--- src/hw/rtl/mbrtu_pkg.sv ---
`default_nettype none

package mbrtu_pkg;

    typedef logic [1:0] cfg_index_t;

    localparam cfg_index_t REG_SLAVE_ADDRESS   = 2'd0;
    localparam cfg_index_t REG_EXPECTED_COUNT  = 2'd1;

    localparam logic       KIND_BODY = 1'b0;
    localparam logic       KIND_END  = 1'b1;

    typedef logic [1:0] status_t;

    localparam status_t    STATUS_OK        = 2'd0;
    localparam status_t    STATUS_CRC_ERROR = 2'd1;
    localparam status_t    STATUS_COUNT_ERR = 2'd2;

    localparam logic [7:0] FUNC_MAX         = 8'd50;
    localparam logic [5:0] FUNC_READ_HOLD   = 6'd3;
    localparam logic [8:0] DEFAULT_LENGTH   = 9'd8;
    localparam logic [8:0] COUNT_OVERHEAD   = 9'd5;
    localparam logic [15:0] CRC_INIT        = 16'hFFFF;
    localparam logic [15:0] CRC_POLY        = 16'hA001;

    localparam logic [7:0] SLAVE_ADDRESS_RESET  = 8'd1;
    localparam logic [6:0] EXPECTED_COUNT_RESET = 7'd1;

    // CRC-16/MODBUS, reflected, one byte per call
    function automatic logic [15:0] crc16_feed(input logic [15:0] crc_in,
                                               input logic [7:0]  data);
        logic [15:0] c;
        c = crc_in ^ {8'h00, data};
        for (int k = 0; k < 8; k++) begin
            if (c[0])
                c = (c >> 1) ^ CRC_POLY;
            else
                c = c >> 1;
        end
        return c;
    endfunction

endpackage

`default_nettype wire

--- src/hw/rtl/modbus_rtu_response_receiver_core.sv ---
// A result appears on out_valid in the cycle after its byte is accepted.
// Throughput: one byte per cycle while in_stall is low; the frame state and CRC
// step are computed in one pass between the state registers and the result
// register. in_stall rises only while a result is held and out_stall is high.
// Reset: hunting for the address, slave_address = 1, expected_register_count = 1,
// result register empty.
`default_nettype none

module modbus_rtu_response_receiver_core (
    input  wire logic                     clk,
    input  wire logic                     rst_n,

    input  wire logic                     cfg_we,
    input  wire mbrtu_pkg::cfg_index_t    cfg_index,
    input  wire logic [7:0]               cfg_data,

    input  wire logic                     in_valid,
    output      logic                     in_stall,
    input  wire logic [7:0]               rx_byte,

    output      logic                     out_valid,
    input  wire logic                     out_stall,
    output      logic                     kind,
    output      logic [7:0]               byte_value,
    output      logic [8:0]               byte_index,
    output      logic [1:0]               status,
    output      logic [5:0]               function_code,
    output      logic [8:0]               frame_length
);

    logic [7:0]  slave_addr_reg;
    logic [6:0]  exp_count_reg;

    logic        in_frame_reg,  in_frame_next;
    logic [8:0]  pos_reg,       pos_next;
    logic [8:0]  len_reg,       len_next;
    logic [15:0] crc_reg,       crc_next;
    logic [5:0]  func_reg,      func_next;
    logic [7:0]  count_reg,     count_next;
    logic [7:0]  crc_lo_reg,    crc_lo_next;

    logic        out_valid_reg;
    logic        kind_reg,      kind_next;
    logic [7:0]  value_reg,     value_next;
    logic [8:0]  index_reg,     index_next;
    logic [1:0]  status_reg,    status_next;
    logic [5:0]  fcode_reg,     fcode_next;
    logic [8:0]  flen_reg,      flen_next;
    logic        emit;

    logic        accept;
    logic        bad_func;
    logic [8:0]  idx_plus2;
    logic [8:0]  pos_inc;

    assign in_stall = out_valid_reg & out_stall;
    assign accept   = in_valid & ~in_stall;

    assign idx_plus2 = pos_reg + 9'd2;
    assign pos_inc   = pos_reg + 9'd1;
    assign bad_func  = in_frame_reg && (pos_reg == 9'd1) &&
                       ((rx_byte == 8'd0) || (rx_byte > mbrtu_pkg::FUNC_MAX));

    always_comb
    begin
        in_frame_next = in_frame_reg;
        pos_next      = pos_reg;
        len_next      = len_reg;
        crc_next      = crc_reg;
        func_next     = func_reg;
        count_next    = count_reg;
        crc_lo_next   = crc_lo_reg;
        emit          = 1'b0;
        kind_next     = mbrtu_pkg::KIND_BODY;
        value_next    = rx_byte;
        index_next    = pos_reg;
        status_next   = mbrtu_pkg::STATUS_OK;
        fcode_next    = func_reg;
        flen_next     = len_reg;

        if (in_frame_reg && !bad_func) begin
            if (pos_reg == 9'd1) begin
                func_next = rx_byte[5:0];
                len_next  = mbrtu_pkg::DEFAULT_LENGTH;
            end
            if (pos_reg == 9'd2) begin
                count_next = rx_byte;
                if (func_reg == mbrtu_pkg::FUNC_READ_HOLD)
                    len_next = {1'b0, rx_byte} + mbrtu_pkg::COUNT_OVERHEAD;
            end

            if (idx_plus2 < len_next)
                crc_next = mbrtu_pkg::crc16_feed(crc_reg, rx_byte);
            else if (idx_plus2 == len_next)
                crc_lo_next = rx_byte;

            emit       = 1'b1;
            fcode_next = func_next;
            flen_next  = len_next;

            if (pos_inc >= len_next) begin
                // last byte: CRC high byte arrives now, low byte was saved
                in_frame_next = 1'b0;
                pos_next      = '0;
                kind_next     = mbrtu_pkg::KIND_END;
                value_next    = '0;
                if (crc_lo_reg != crc_reg[7:0] || rx_byte != crc_reg[15:8])
                    status_next = mbrtu_pkg::STATUS_CRC_ERROR;
                else if (func_reg == mbrtu_pkg::FUNC_READ_HOLD &&
                         count_reg != {exp_count_reg, 1'b0})
                    status_next = mbrtu_pkg::STATUS_COUNT_ERR;
            end else begin
                pos_next = pos_inc;
            end
        end else begin
            // hunting, or the function code just aborted the frame
            in_frame_next = 1'b0;
            pos_next      = '0;
            if (rx_byte == slave_addr_reg) begin
                in_frame_next = 1'b1;
                pos_next      = 9'd1;
                len_next      = mbrtu_pkg::DEFAULT_LENGTH;
                crc_next      = mbrtu_pkg::crc16_feed(mbrtu_pkg::CRC_INIT, rx_byte);
                func_next     = '0;
                count_next    = '0;
                crc_lo_next   = '0;
                emit          = 1'b1;
                index_next    = '0;
                fcode_next    = '0;
                flen_next     = mbrtu_pkg::DEFAULT_LENGTH;
            end
        end
    end

    always_ff @(posedge clk or negedge rst_n)
    begin
        if (!rst_n) begin
            slave_addr_reg <= mbrtu_pkg::SLAVE_ADDRESS_RESET;
            exp_count_reg  <= mbrtu_pkg::EXPECTED_COUNT_RESET;
        end else if (cfg_we) begin
            case (cfg_index)
                mbrtu_pkg::REG_SLAVE_ADDRESS:  slave_addr_reg <= cfg_data;
                mbrtu_pkg::REG_EXPECTED_COUNT: exp_count_reg  <= cfg_data[6:0];
                default: ;
            endcase
        end
    end

    always_ff @(posedge clk or negedge rst_n)
    begin
        if (!rst_n) begin
            in_frame_reg  <= 1'b0;
            pos_reg       <= '0;
            len_reg       <= mbrtu_pkg::DEFAULT_LENGTH;
            crc_reg       <= mbrtu_pkg::CRC_INIT;
            func_reg      <= '0;
            count_reg     <= '0;
            crc_lo_reg    <= '0;
            out_valid_reg <= 1'b0;
        end else begin
            if (accept) begin
                in_frame_reg <= in_frame_next;
                pos_reg      <= pos_next;
                len_reg      <= len_next;
                crc_reg      <= crc_next;
                func_reg     <= func_next;
                count_reg    <= count_next;
                crc_lo_reg   <= crc_lo_next;
            end
            if (accept)
                out_valid_reg <= emit;
            else if (!out_stall)
                out_valid_reg <= 1'b0;
        end
    end

    always_ff @(posedge clk)
    begin
        if (accept && emit) begin
            kind_reg   <= kind_next;
            value_reg  <= value_next;
            index_reg  <= index_next;
            status_reg <= status_next;
            fcode_reg  <= fcode_next;
            flen_reg   <= flen_next;
        end
    end

    assign out_valid     = out_valid_reg;
    assign kind          = kind_reg;
    assign byte_value    = value_reg;
    assign byte_index    = index_reg;
    assign status        = status_reg;
    assign function_code = fcode_reg;
    assign frame_length  = flen_reg;

endmodule

`default_nettype wire
--- config.mk ---
export PLATFORM = sky130hd
export DESIGN_NAME = modbus_rtu_response_receiver_core
export DESIGN_NICKNAME = d
export VERILOG_FILES = /design/src/hw/rtl/mbrtu_pkg.sv /design/src/hw/rtl/modbus_rtu_response_receiver_core.sv
export SDC_FILE = /design/constraint.sdc
export NUM_CORES = 1
export LEC_CHECK = 0
export BUFFER_PORTS_ARGS = -buffer_cell sky130_fd_sc_hd__buf_2
export CORE_MARGIN = 1.5
export CORE_UTILIZATION = 46
export DETAILED_ROUTE_END_ITERATION = 10
export PLACE_DENSITY_LB_ADDON = 0.1
export SLEW_MARGIN = 5
export SYNTH_ARGS = -nofsm -noshare
export SYNTH_HDL_FRONTEND = slang
export SYNTH_SLANG_ARGS = --single-unit
--- constraint.sdc ---
create_clock -name clk -period 9.55 [get_ports clk]
set_clock_uncertainty 0.1 [all_clocks]
set_input_delay 0.4775 -clock clk [delete_from_list [all_inputs] [get_ports clk]]
set_output_delay 0.4775 -clock clk [all_outputs]
set_load 0.02 [all_outputs]
# [Word-level counts from Yosys, hierarchy flattened]
# Index checks and enable logic that the tools add are counted.
[classes] n_bitwise=23 eq_ne=15 n_mux=78 reduce_logical=19 n_lt_le_gt_ge=3 addsub=3
[ops] op="$mux 16" count=47
[ops] op="$mux 9" count=10
[ops] op="$mux 8" count=8
[ops] op="$not 2->3" count=16
[ops] op="$ne 8x8->1" count=3
[ops] op="$mux 6" count=3
[ops] op="$not 8->16" count=1
[ops] op="$xor 16x8->16" count=1
[ops] op="$ne 2x1->1 const B" count=5
[ops] op="$add 8x3->9 const B" count=1
[ops] op="$add 9x1->9 const B" count=1
[ops] op="$add 9x2->9 const B" count=1
[ops] op="$eq 9x1->1 const B" count=1
[ops] op="$eq 9x2->1 const B" count=1
[ops] op="$eq 9x9->1" count=1
[ops] op="$ge 9x9->1" count=1
[ops] op="$lt 9x9->1" count=1
[ops] op="$mux 1" count=9
[ops] op="$eq 8x8->1" count=1
[ops] op="$gt 8x6->1 const B" count=1
[ops] op="$logic_not 8->1" count=1
[ops] op="$reduce_and 2->1" count=4
[ops] op="$eq 6x2->1 const B" count=1
[ops] op="$reduce_and 3->1" count=2
[ops] op="12 further kinds" count=20
[totals] ff_bits=108 elab_cells=158 in_bits=23

# [Depth between registers and ports, before layout]
# Gate-level depths: netlist of run 1.
[logic_depth] word_depth=37 ltp_mapped=16 mapped_depth_nobuf=14

# [Worst setup path before layout of run 1]
# Ideal clock, no wire load.
[synth_path] path_kind="input port to flip-flop" start="in rx_byte[2]" end="reg crc_reg[11]" t_arrival_ns=3.485 path_stages=15 setup_slack_ns=5.882 required_time_ns=9.368 path_buffers=2 cell_sequence="buf_4 > inv_1 > ha_1 > a21o_1 > nand2_1 > xnor2_1 > nor2_1 > a31oi_1 > ha_1 > a22o_1 > o41ai_1 > nand3_2 > a21oi_4 > buf_6 > mux2_4"
[synth_via] elab_chain_len=27 elab_cells_between_ends=68
[synth_lines] element="from (decl)" line="modbus_rtu_response_receiver_core.sv:19" text="input wire logic [7:0] rx_byte,"
[synth_lines] element="$xor 16x8->16 / $not 8->16 (equally long branches)"
[synth_lines] element="$mux 16" line="mbrtu_pkg.sv:35" text="if (c[0])"
[synth_lines] element="$mux 16, on equally long branches" line="modbus_rtu_response_receiver_core.sv:92, modbus_rtu_response_receiver_core.sv:119"
[synth_lines] element="$mux 16" line="modbus_rtu_response_receiver_core.sv:81" text="if (in_frame_reg && !bad_func) begin"
[synth_lines] element="$not 2->3 (no line)"
[synth_lines] element="$mux 16" line="mbrtu_pkg.sv:35"
[synth_lines] element="$mux 16, on equally long branches" line="modbus_rtu_response_receiver_core.sv:92, modbus_rtu_response_receiver_core.sv:119"
[synth_lines] element="$mux 16" line="modbus_rtu_response_receiver_core.sv:81"
[synth_lines] element="[11 not listed]"
[synth_lines] element="$mux 16, on equally long branches" line="modbus_rtu_response_receiver_core.sv:92, modbus_rtu_response_receiver_core.sv:119"
[synth_lines] element="$mux 16" line="modbus_rtu_response_receiver_core.sv:81"
[synth_lines] element="$mux 16" line="mbrtu_pkg.sv:35"
[synth_lines] element="$mux 16, on equally long branches" line="modbus_rtu_response_receiver_core.sv:92, modbus_rtu_response_receiver_core.sv:119"
[synth_lines] element="$mux 16" line="modbus_rtu_response_receiver_core.sv:81"
[synth_lines] element="$mux 16" line="mbrtu_pkg.sv:35"
[synth_lines] element="$mux 16, on equally long branches" line="modbus_rtu_response_receiver_core.sv:92, modbus_rtu_response_receiver_core.sv:119"
[synth_lines] element="$mux 16" line="modbus_rtu_response_receiver_core.sv:81"
[synth_lines] element="to (signal assigned)" line="modbus_rtu_response_receiver_core.sv:155" text="crc_reg <= mbrtu_pkg::CRC_INIT;"
[synth_lines] element="to (signal assigned)" line="modbus_rtu_response_receiver_core.sv:165" text="crc_reg <= crc_next;"
[synth_lines] element="to (decl)" line="modbus_rtu_response_receiver_core.sv:37" text="logic [15:0] crc_reg, crc_next;"
# Several ways; a longest one is shown, not always the timed one. The select of a mux whose other input is x is not followed.
# A chain may end at the register's enable or synchronous reset.

# [Worst setup path after layout of run 1]
[layout_path] start="reg pos_reg[3]" end="reg crc_reg[7]"
[layout_via] elab_chain_len=8 elab_cells_between_ends=16
[layout_lines] element="from (decl)" line="modbus_rtu_response_receiver_core.sv:35" text="logic [8:0] pos_reg, pos_next;"
[layout_lines] element="from (signal assigned)" line="modbus_rtu_response_receiver_core.sv:163" text="pos_reg <= pos_next;"
[layout_lines] element="$eq 9x1->1" line="modbus_rtu_response_receiver_core.sv:61, modbus_rtu_response_receiver_core.sv:82"
[layout_lines] element="$mux 9" line="modbus_rtu_response_receiver_core.sv:82" text="if (pos_reg == 9'd1) begin"
[layout_lines] element="$mux 9" line="modbus_rtu_response_receiver_core.sv:88" text="if (func_reg == mbrtu_pkg::FUNC_READ_HOLD)"
[layout_lines] element="$mux 9" line="modbus_rtu_response_receiver_core.sv:86" text="if (pos_reg == 9'd2) begin"
[layout_lines] element="$mux 9" line="modbus_rtu_response_receiver_core.sv:81"
[layout_lines] element="$lt 9x9->1" line="modbus_rtu_response_receiver_core.sv:92" text="if (idx_plus2 < len_next)"
[layout_lines] element="$ne 2x1->1 (no line)"
[layout_lines] element="$reduce_and 3->1 (no line)"
# Several ways; a longest one is shown, not always the timed one. The select of a mux whose other input is x is not followed.

==> impl_results.md, run 1 <==
* Worst setup path startpoint: pos_reg[3]$_DFFE_PN0P_
* DRT Wirelength at 15100 µm
* Top-Level Pins at 60
* Via density per instance at 5.56
* Pins Over Slew Limit at 0
* Hold Fails Final Rpt at 0
* Dominant cell type by area after synthesis: dfrtp_1
* First-pass GRT wire length at 24300 µm
* Cell area after layout at 6940 µm²
* Share of post-route cells with drive strength above 1 at 0.252
* Cell with the most instances after synthesis: dfrtp_1
* Reg-to-reg slack, setup at 4.71 ns
* Die Y at 120 µm
* Kind of critical path: flop to flop
* Largest net degree at the start of global routing at 74
* Fillers at 1213
* Worst-margin pin slew at 1.13 ns
* P per Cell Area at 313 nW/µm²
* Max Fclk at 207 MHz
* Leakage power at 0.00302 µW
* Final Cycle Share at 0.507
* Drt pass-1 iters at 5
* Max Root-Sink Buffers at 2
* R2R Path Start: pos_reg[3]$_DFFE_PN0P_
* Routed wire length per instance at 19.5 µm
* Worst-Skew Late Latency at 0.36 ns
* Setup_tns at 0 ns
* Initial Utilization at 0.473
* CP max stage delay at 0.73 ns
* Final nets at 653
* Core Region at 13200 µm²
* Peak supply drop at 0.185 mV
* Predominant post-synthesis flop cell: dfrtp_1
* Multi-input combinational cell area at 3130 µm²
* Synth async-reset ratio at 0.676
* H-tree levels at 3
* CP top delay family: compound AO/OA/AOI/OAI gates
* Initial antenna violation count at 0
* Antenna cells at 0
* Crit path DAT at 5.02 ns
* Crit path capture type: flop
* Vias in the first global route at 4322
* Sequential area share after synthesis at 0.463
* Cells along the critical path: nor4_4, nand4_1, a31oi_1, ha_1, a22o_1, o41ai_1, nand3_2, a21oi_4, mux2_2
* Clock transition at path regs at 0.08 ns
* RR Endpoint: crc_reg[7]$_DFFE_PN1P_
* # setup viols final at 0
* Dpl cell area at 6650 µm²
* Max reg flops at 16
* Status: finished clean
* Synth Net Count at 608
* Post-CTS sizing at 0
* Yosys warns at 0
* Mapped cell area at 6260 µm²
* DP Wirelength at 11200 µm
* Min Tclk post-route at 4.84 ns
* DRT antenna net count at 0
* Seq. cell area at 2900 µm²
* Count of different cell masters after synthesis at 58
* CTS tree: yes
* Crit path to: crc_reg[7]$_DFFE_PN1P_
* Std-Cell Rows at 42
* Hold Path Class: primary input to async pin
* Share of the synthesized area in the top cell type at 0.216
* Worst EP required at 9.73 ns
* Hold buffer count at CTS at 0
* Post-Syn Instances at 550
* Gr usage total at 0.223
* Die area at 14300 µm²
* Post-synth EDFFs at 35
* Bufs and invs on worst path at 0
* Critical path depth in cells at 9
* CTS sink cnt at 108
* Port Buf Inserts at 59
* Grt total ovfl at 0
* Startpoint types: flop
* Final GP Congestion at 0.835
* Slowest-stage cell, CP: o41ai_1
* Area Overhead vs Synth at 10.8%
* Most instantiated cells after synthesis: dfrtp_1 (54), xor2_1 (43), nor2_1 (42)
* Vias at 4316
* #FFs+latches synth at 108
* Fin Hold WS at 0.242 ns
* Synth top area cells: dfrtp_1 (22%), edfxtp_1 (17%), dfstp_2 (8.0%)
* RSZ-0062 raised after global routing: false
* Headroom to the max-slew limit at 0.248
* Worst-path maximum fanout at 20
* Total setup buffers inserted after CTS at 0
* Util after Layout at 0.524
* Pwr Total at 2170 µW
* Root Buffer: clkbuf_16
* DIE WIDTH at 120 µm
* Initial DRC Count at 427
* Worst-case reg-to-reg path depth at 9
* Synthesized area per cell at 11.4 µm²
* Remaining DRCs at 0
* CTS buffer count at 9
* Number of max-cap violations at 0
==> worst min path at each step <==
stage / to / slack (ns) / cells past startpoint
2_1_floorplan: count_reg[0]$_DFFE_PN0P_ / 0.08 / 0
3_3_place_gp: count_reg[0]$_DFFE_PN0P_ / 0.39 / 1
3_5_place_dp: crc_reg[0]$_DFFE_PN1P_ / 0.40 / 2
4_1_cts: slave_addr_reg[7]$_DFFE_PN0P_ / 0.24 / 2
5_1_grt: slave_addr_reg[7]$_DFFE_PN0P_ / 0.26 / 2
6_report: len_reg[7]$_DFFE_PN0P_ / 0.24 / 2
==> cells in the final DEF, fill, tap and decap left out, drive strengths merged, types with 20 or more instances in the layout <==
master  instances
xnor2          33
nor2           43
edfxtp         35
inv            20
nand2          35
xor2           43
dfrtp          54
buf            63
mux2           41
o21ai          22
ha             35
==> final cells by class <==
cell class / instances / area share
multi-input cells: 394 / 0.451
flip-flops and latches: 108 / 0.418
repair buffers: 63 / 0.0469
clock buffers: 10 / 0.0330
well taps: 176 / 0.0317
inverters: 19 / 0.0103
clock inverters: 6 / 0.00920
==> cell families after synthesis <==
| kind of cell | Yosys count | share of synthesized area |
|---|---|---|
| compound gates | 98 | 0.114 |
| xor+xnor | 79 | 0.118 |
| fa+ha+maj | 35 | 0.0699 |
| buf+inv | 48 | 0.0374 |
| flops | 108 | 0.463 |
| mux | 42 | 0.0777 |
| simple gates | 140 | 0.119 |
==> through the flow <==
stage / cells / setup WS [ns]
2_1_floorplan: 550 / 5.88
3_3_place_gp: 760 / 4.78
3_5_place_dp: 760 / 4.79
4_1_cts: 776 / 4.78
5_1_grt: 776 / 4.35
6_report: 776 / 4.71
==> worst reg2reg max path, cell delays in order (launching register included) <==
cell,delay (ns)
dfrtp_1,0.48
nor4_4,0.44
nand4_1,0.71
a31oi_1,0.62
ha_1,0.33
a22o_1,0.21
o41ai_1,0.73
nand3_2,0.19
a21oi_4,0.54
mux2_2,0.41
==> routing by layer <==
| metal | wire (µm) | vias up | track usage |
|---|---|---|---|
| li1 | - | 2063 | - |
| met1 | 7420 | 2107 | 0.323 |
| met2 | 6810 | 132 | 0.343 |
| met3 | 644 | 14 | 0.0361 |
| met4 | 244 | 0 | 0.0737 |
| met5 | 0 | - | 0 |
==> power by group <==
part	switching, µW	internal, µW	total, µW
clock	174	204	378
combinational	577	428	1010
sequential	112	675	787
No activity file was read; power rests on OpenSTA's default activity.
==> run 2, diff against run 1 <==
==> constraint.sdc (replaced) <==
create_clock -name clk -period 4.3 [get_ports clk]
set_clock_uncertainty 0.1 [all_clocks]
set_input_delay 0.215 -clock clk [delete_from_list [all_inputs] [get_ports clk]]
set_output_delay 0.215 -clock clk [all_outputs]
set_load 0.02 [all_outputs]
==> run 2 against run 1 <==
Hold slack got worse by 0.23 ns. First-iteration DRC count fell by 17%. Fmax up 24%. Core utilization up 1.2 points. Highest routed layer unchanged. Routed wire length increased by 0.84%. Critical path depth rose by 4. Cell count up 2.1%.
==> impl_results.md, run 2 (synthesis gave the netlist of run 1 again) <==
* Worst-Skew Late Latency at 0.35 ns
* Port Buf Inserts at 59
* Net Sw Frac at 0.391
* Peak supply drop at 0.253 mV
* Seq pwr share at 0.359
* Max Fclk at 257 MHz
* DRT Wirelength at 15200 µm
* Share of post-route cells with drive strength above 1 at 0.265
* Std-Cell Rows at 42
* Hold Crit Depth at 2
* Initial antenna violation count at 0
* Final GP Congestion at 0.944
* Most frequent cells in the layout: buf_2 (59), dfrtp_1 (54), xor2_1 (43)
* Pint at 2970 µW
* RSZ-0062 raised after global routing: false
* First-pass GRT wire length at 24600 µm
* Status: finished clean
* Die Y at 120 µm
* Hold Fails Final Rpt at 0
* Final Cycle Share at 0.906
* Final nets at 669
* Kind of critical path: flop to flop
* Startpoint types: flop
* Largest net degree at the start of global routing at 43
* Die area at 14300 µm²
* Top-Level Pins at 60
* Gr usage total at 0.226
* Grt total ovfl at 0
* Fin Hold WS at 0.0128 ns
* H-tree levels at 3
* DP Wirelength at 11300 µm
* Vias at 4391
* Remaining DRCs at 0
* Via density per instance at 5.54
* Pwr Total at 4880 µW
* Min Tclk post-route at 3.89 ns
* Clock share of power at 0.174
* Crit path capture type: flop
* Antenna cells at 0
* Crit path DAT at 4.07 ns
* CTS tree: yes
* # setup viols final at 0
* Number of max-cap violations at 0
* Pins Over Slew Limit at 0
* Setup_tns at 0 ns
* Worst-path maximum fanout at 20
* Max reg flops at 16
* CTS buffer count at 9
* Hold Path Class: primary input to flop
* Pre-CTS setup slack at 0.225 ns
* Vias in the first global route at 4474
* Area Overhead vs Synth at 13.3%
* Worst-case reg-to-reg path depth at 13
* Headroom to the max-slew limit at 0.228
* Comb pwr share at 0.466
* P per Cell Area at 688 nW/µm²
* Psw at 1910 µW
* DIE WIDTH at 120 µm
* Post-CTS sizing at 0
* Drt pass-1 iters at 5
* Fillers at 1201
* Routed wire length per instance at 19.3 µm
* Util after Layout at 0.536
* Initial DRC Count at 356
* Root Buffer: clkbuf_16
* Commonest non-fill, non-tap cell in the layout: buf_2
* Clock transition at path regs at 0.07 ns
* Worst EP required at 4.47 ns
* Worst-margin pin slew at 1.16 ns
* CTS sink cnt at 108
* Max Root-Sink Buffers at 2
* DRT antenna net count at 0
* Leakage power at 0.00311 µW
* Core Region at 13200 µm²
* Final setup margin at 0.405 ns
* Initial Utilization at 0.473
==> run 2: area by class of cell <==
cell class | instances | area (µm²) | area share
Clock buffer | 12 | 256 | 0.0361
Clock inverter | 4 | 48.8 | 0.00688
Inverter | 19 | 71.3 | 0.0101
Multi-Input combinational cell | 394 | 3130 | 0.441
Sequential cell | 108 | 2900 | 0.409
Tap cell | 176 | 220 | 0.0310
Timing Repair Buffer | 79 | 470 | 0.0663
==> run 2: timing repair <==
action | in CTS | in global routing
hold buffers | 5 | 0
hold endpoints to repair | 34 | 0
buffers inserted | 0 | 1
setup endpoints to repair | 0 | 10
==> run 2: metrics by stage <==
stage	instances	cell area, µm²
after detailed placement	770	6720
after global routing	792	7100
after CTS	791	7080
after global placement	770	6720
after floorplan	550	6260
final	792	7100
==> run 2: path summary, 6_finish.rpt <==
kind / from / slack (ns) / to
max: func_reg[3]$_DFFE_PN0P_ / 0.41 / crc_reg[8]$_DFFE_PN1P_
min: cfg_data[3] / 0.01 / exp_count_reg[3]$_DFFE_PN0P_
max reg2reg: func_reg[3]$_DFFE_PN0P_ / 0.41 / crc_reg[8]$_DFFE_PN1P_
min reg2reg: count_reg[0]$_DFFE_PN0P_ / 0.41 / count_reg[0]$_DFFE_PN0P_
max in group asynchronous: rst_n / 2.66 / crc_reg[8]$_DFFE_PN1P_
min in group asynchronous: rst_n / 0.39 / len_reg[4]$_DFFE_PN0P_
==> run 2: power by group through the flow <==
stage | sequential, µW | combinational [µW] | clock, µW
floorplan | 1830 | 1630 | 0
finish | 1760 | 2280 | 851
detailed placement | 1780 | 2240 | 0
global route | 1790 | 2500 | 912
CTS | 1760 | 2250 | 873
global placement | 1770 | 2220 | 0
==> run 2: routing by layer <==
metal	share of wire	global-route usage	vias to the layer above
met2	0.46	0.356	133
met3	0.042	0.0337	23
met5	0	0	-
met1	0.48	0.317	2159
li1	-	-	2076
met4	0.018	0.0818	0
==> run 2: worst max-delay path, stage by stage, from the launching register on <==
cell	delay [ns]
dfrtp_1	0.42
nor4_1	0.30
and3_1	0.30
nand4_1	0.12
buf_4	0.22
a31oi_1	0.35
ha_1	0.31
o211ai_1	0.16
a21oi_1	0.06
o41ai_1	0.57
nand3_2	0.18
a21oi_4	0.18
buf_12	0.19
mux2_2	0.35
==> run 3, diff against run 2 <==
--- a/config.mk
+++ b/config.mk
@@ -6,7 +6,7 @@
 export NUM_CORES = 1
 export LEC_CHECK = 0
 export BUFFER_PORTS_ARGS = -buffer_cell sky130_fd_sc_hd__buf_2
-export CORE_MARGIN = 1.5
+export CORE_MARGIN = 2
 export CORE_UTILIZATION = 46
 export DETAILED_ROUTE_END_ITERATION = 10
 export PLACE_DENSITY_LB_ADDON = 0.1
==> run 3 against run 2 <==
Sequential share of layout area about the same. Clock power down 3.6%. Fmax down 2.8%. Core utilization about the same. Global-route usage down 0.070 points. Cell count up 0.38%. Critical endpoint unchanged. Largest cell class unchanged.
==> impl_results.md, run 3 (synthesis gave the netlist of run 1 again) <==
* Cell area after layout at 7090 µm²
* Share of post-route cells with drive strength above 1 at 0.258
* Std-Cell Rows at 42
* Reg-to-reg slack, setup at 0.29 ns
* Worst-path maximum fanout at 20
* Status: finished clean
* Most frequent cells in the layout: buf_2 (59), dfrtp_1 (54), xor2_1 (43)
* Hold buffer count at CTS at 8
* Peak supply drop at 0.227 mV
* Clock share of power at 0.170
* Die Y at 121 µm
* Multi-input combinational cell area at 3130 µm²
* P per Cell Area at 680 nW/µm²
* Initial antenna violation count at 0
* Min Tclk post-route at 4.01 ns
* Core Region at 13200 µm²
* Largest net degree at the start of global routing at 41
* Final Cycle Share at 0.932
* H-tree levels at 3
* Dpl cell area at 6730 µm²
* Seq pwr share at 0.364
* Vias at 4467
* Commonest non-fill, non-tap cell in the layout: buf_2
* Area Overhead vs Synth at 13.3%
* Comb pwr share at 0.466
* Drt pass-1 iters at 5
* Leakage power at 0.00310 µW
* Initial Utilization at 0.473
* Pins Over Slew Limit at 0
* Initial DRC Count at 384
* Setup_tns at 0 ns
* Root Buffer: clkbuf_16
* Bufs and invs on worst path at 1
* Hold Fails Final Rpt at 0
* Routed wire length per instance at 19.6 µm
* Max Root-Sink Buffers at 2
* CP top delay family: compound AO/OA/AOI/OAI gates
* Total setup buffers inserted after CTS at 0
* Crit path capture type: flop
* CTS sink cnt at 108
* Die area at 14600 µm²
* Psw at 1900 µW
* Top-Level Pins at 60
* Pint at 2930 µW
* Headroom to the max-slew limit at 0.210
* Crit path DAT at 4.20 ns
* Gr usage total at 0.225
* Final nets at 672
* Net Sw Frac at 0.393
* CP max stage delay at 0.63 ns
* Post-CTS sizing at 0
* DRT antenna net count at 0
* Grt total ovfl at 0
* Antenna cells at 0
* Remaining DRCs at 0
* Final GP Congestion at 0.935
* # setup viols final at 0
* Fillers at 1211
* Cells along the critical path: nor4_4, nand4_1, buf_4, a31oi_1, ha_1, a22o_1, o41ai_1, nand3_2, a21oi_4, mux2_2
* CTS buffer count at 9
* Max reg flops at 16
* RSZ-0062 raised after global routing: false
* Seq. cell area at 2900 µm²
* Max Fclk at 249 MHz
* Vias in the first global route at 4482
* DIE WIDTH at 121 µm
* Clock transition at path regs at 0.07 ns
* Number of max-cap violations at 0
* Startpoint types: flop
* Slowest-stage cell, CP: o41ai_1
* DP Wirelength at 11600 µm
* CTS tree: yes
* Hold Path Class: primary input to flop
* DRT Wirelength at 15600 µm
* Worst-margin pin slew at 1.18 ns
* Kind of critical path: flop to flop
* Worst-Skew Late Latency at 0.36 ns
* Worst EP required at 4.49 ns
* Port Buf Inserts at 59
* First-pass GRT wire length at 24600 µm
* Via density per instance at 5.62
run 3: cell types whose count changed in the layout (fill, tap and decap cells not counted), sizes merged:
cell	change
clkinvlp	+1
clkinv	-1
dlygate4sd3	+3
run 3: worst reg2reg max path, stage by stage (launching register included):
cell     delay (ns)
dfrtp_1        0.49
nor4_4         0.47
nand4_1        0.15
buf_4          0.22
a31oi_1        0.25
ha_1           0.30
a22o_1         0.21
o41ai_1        0.63
nand3_2        0.19
a21oi_4        0.54
mux2_2         0.40
run 3: final cells by class:
| class | instances | area share |
|---|---|---|
| repair buffers | 82 | 0.0688 |
| clock buffers | 12 | 0.0333 |
| flip-flops and latches | 108 | 0.409 |
| well taps | 176 | 0.0310 |
| inverters | 19 | 0.0101 |
| clock inverters | 4 | 0.00705 |
| multi-input cells | 394 | 0.441 |
run 3: metal layers:
layer  global-route usage  wire [µm]  share of wire
met1                0.309       7230           0.46
met3               0.0410        732          0.047
met4               0.0770        277          0.018
met2                0.359       7350           0.47
met5                    0          0              0
run 3: final timing paths:
check                                         start                             to  depth (start not counted)
setup / recovery             pos_reg[3]$_DFFE_PN0P_         crc_reg[8]$_DFFE_PN1P_                         10
hold / removal                          cfg_data[4]  slave_addr_reg[4]$_DFFE_PN0P_                          2
setup reg to reg             pos_reg[3]$_DFFE_PN0P_         crc_reg[8]$_DFFE_PN1P_                         10
hold reg to reg            count_reg[0]$_DFFE_PN0P_       count_reg[0]$_DFFE_PN0P_                          1
max in group asynchronous                     rst_n         crc_reg[7]$_DFFE_PN1P_                          3
min in group asynchronous                     rst_n         len_reg[4]$_DFFE_PN0P_                          2
run 3: power groups by stage:
| stage | clock, µW | sequential [µW] | combinational [µW] |
|---|---|---|---|
| floorplan | 0 | 1830 | 1630 |
| global placement | 0 | 1760 | 2210 |
| detailed placement | 0 | 1780 | 2230 |
| CTS | 845 | 1760 | 2250 |
| global route | 886 | 1790 | 2460 |
| finish | 820 | 1760 | 2250 |
run 3: stage by stage:
stage | utilization | power [µW] | setup WS [ns] | hold WS [ns] | instances
floorplan | - | 3460 | 0.721 | -0.181 | 550
global placement | 0.508 | 3970 | 0.457 | 0.254 | 771
detailed placement | 0.508 | 4010 | 0.355 | 0.258 | 771
CTS | 0.536 | 4850 | 0.349 | 0.00129 | 795
global route | 0.536 | 5140 | 0.0476 | 0.0176 | 795
finish | 0.536 | 4830 | 0.291 | 0.0198 | 795
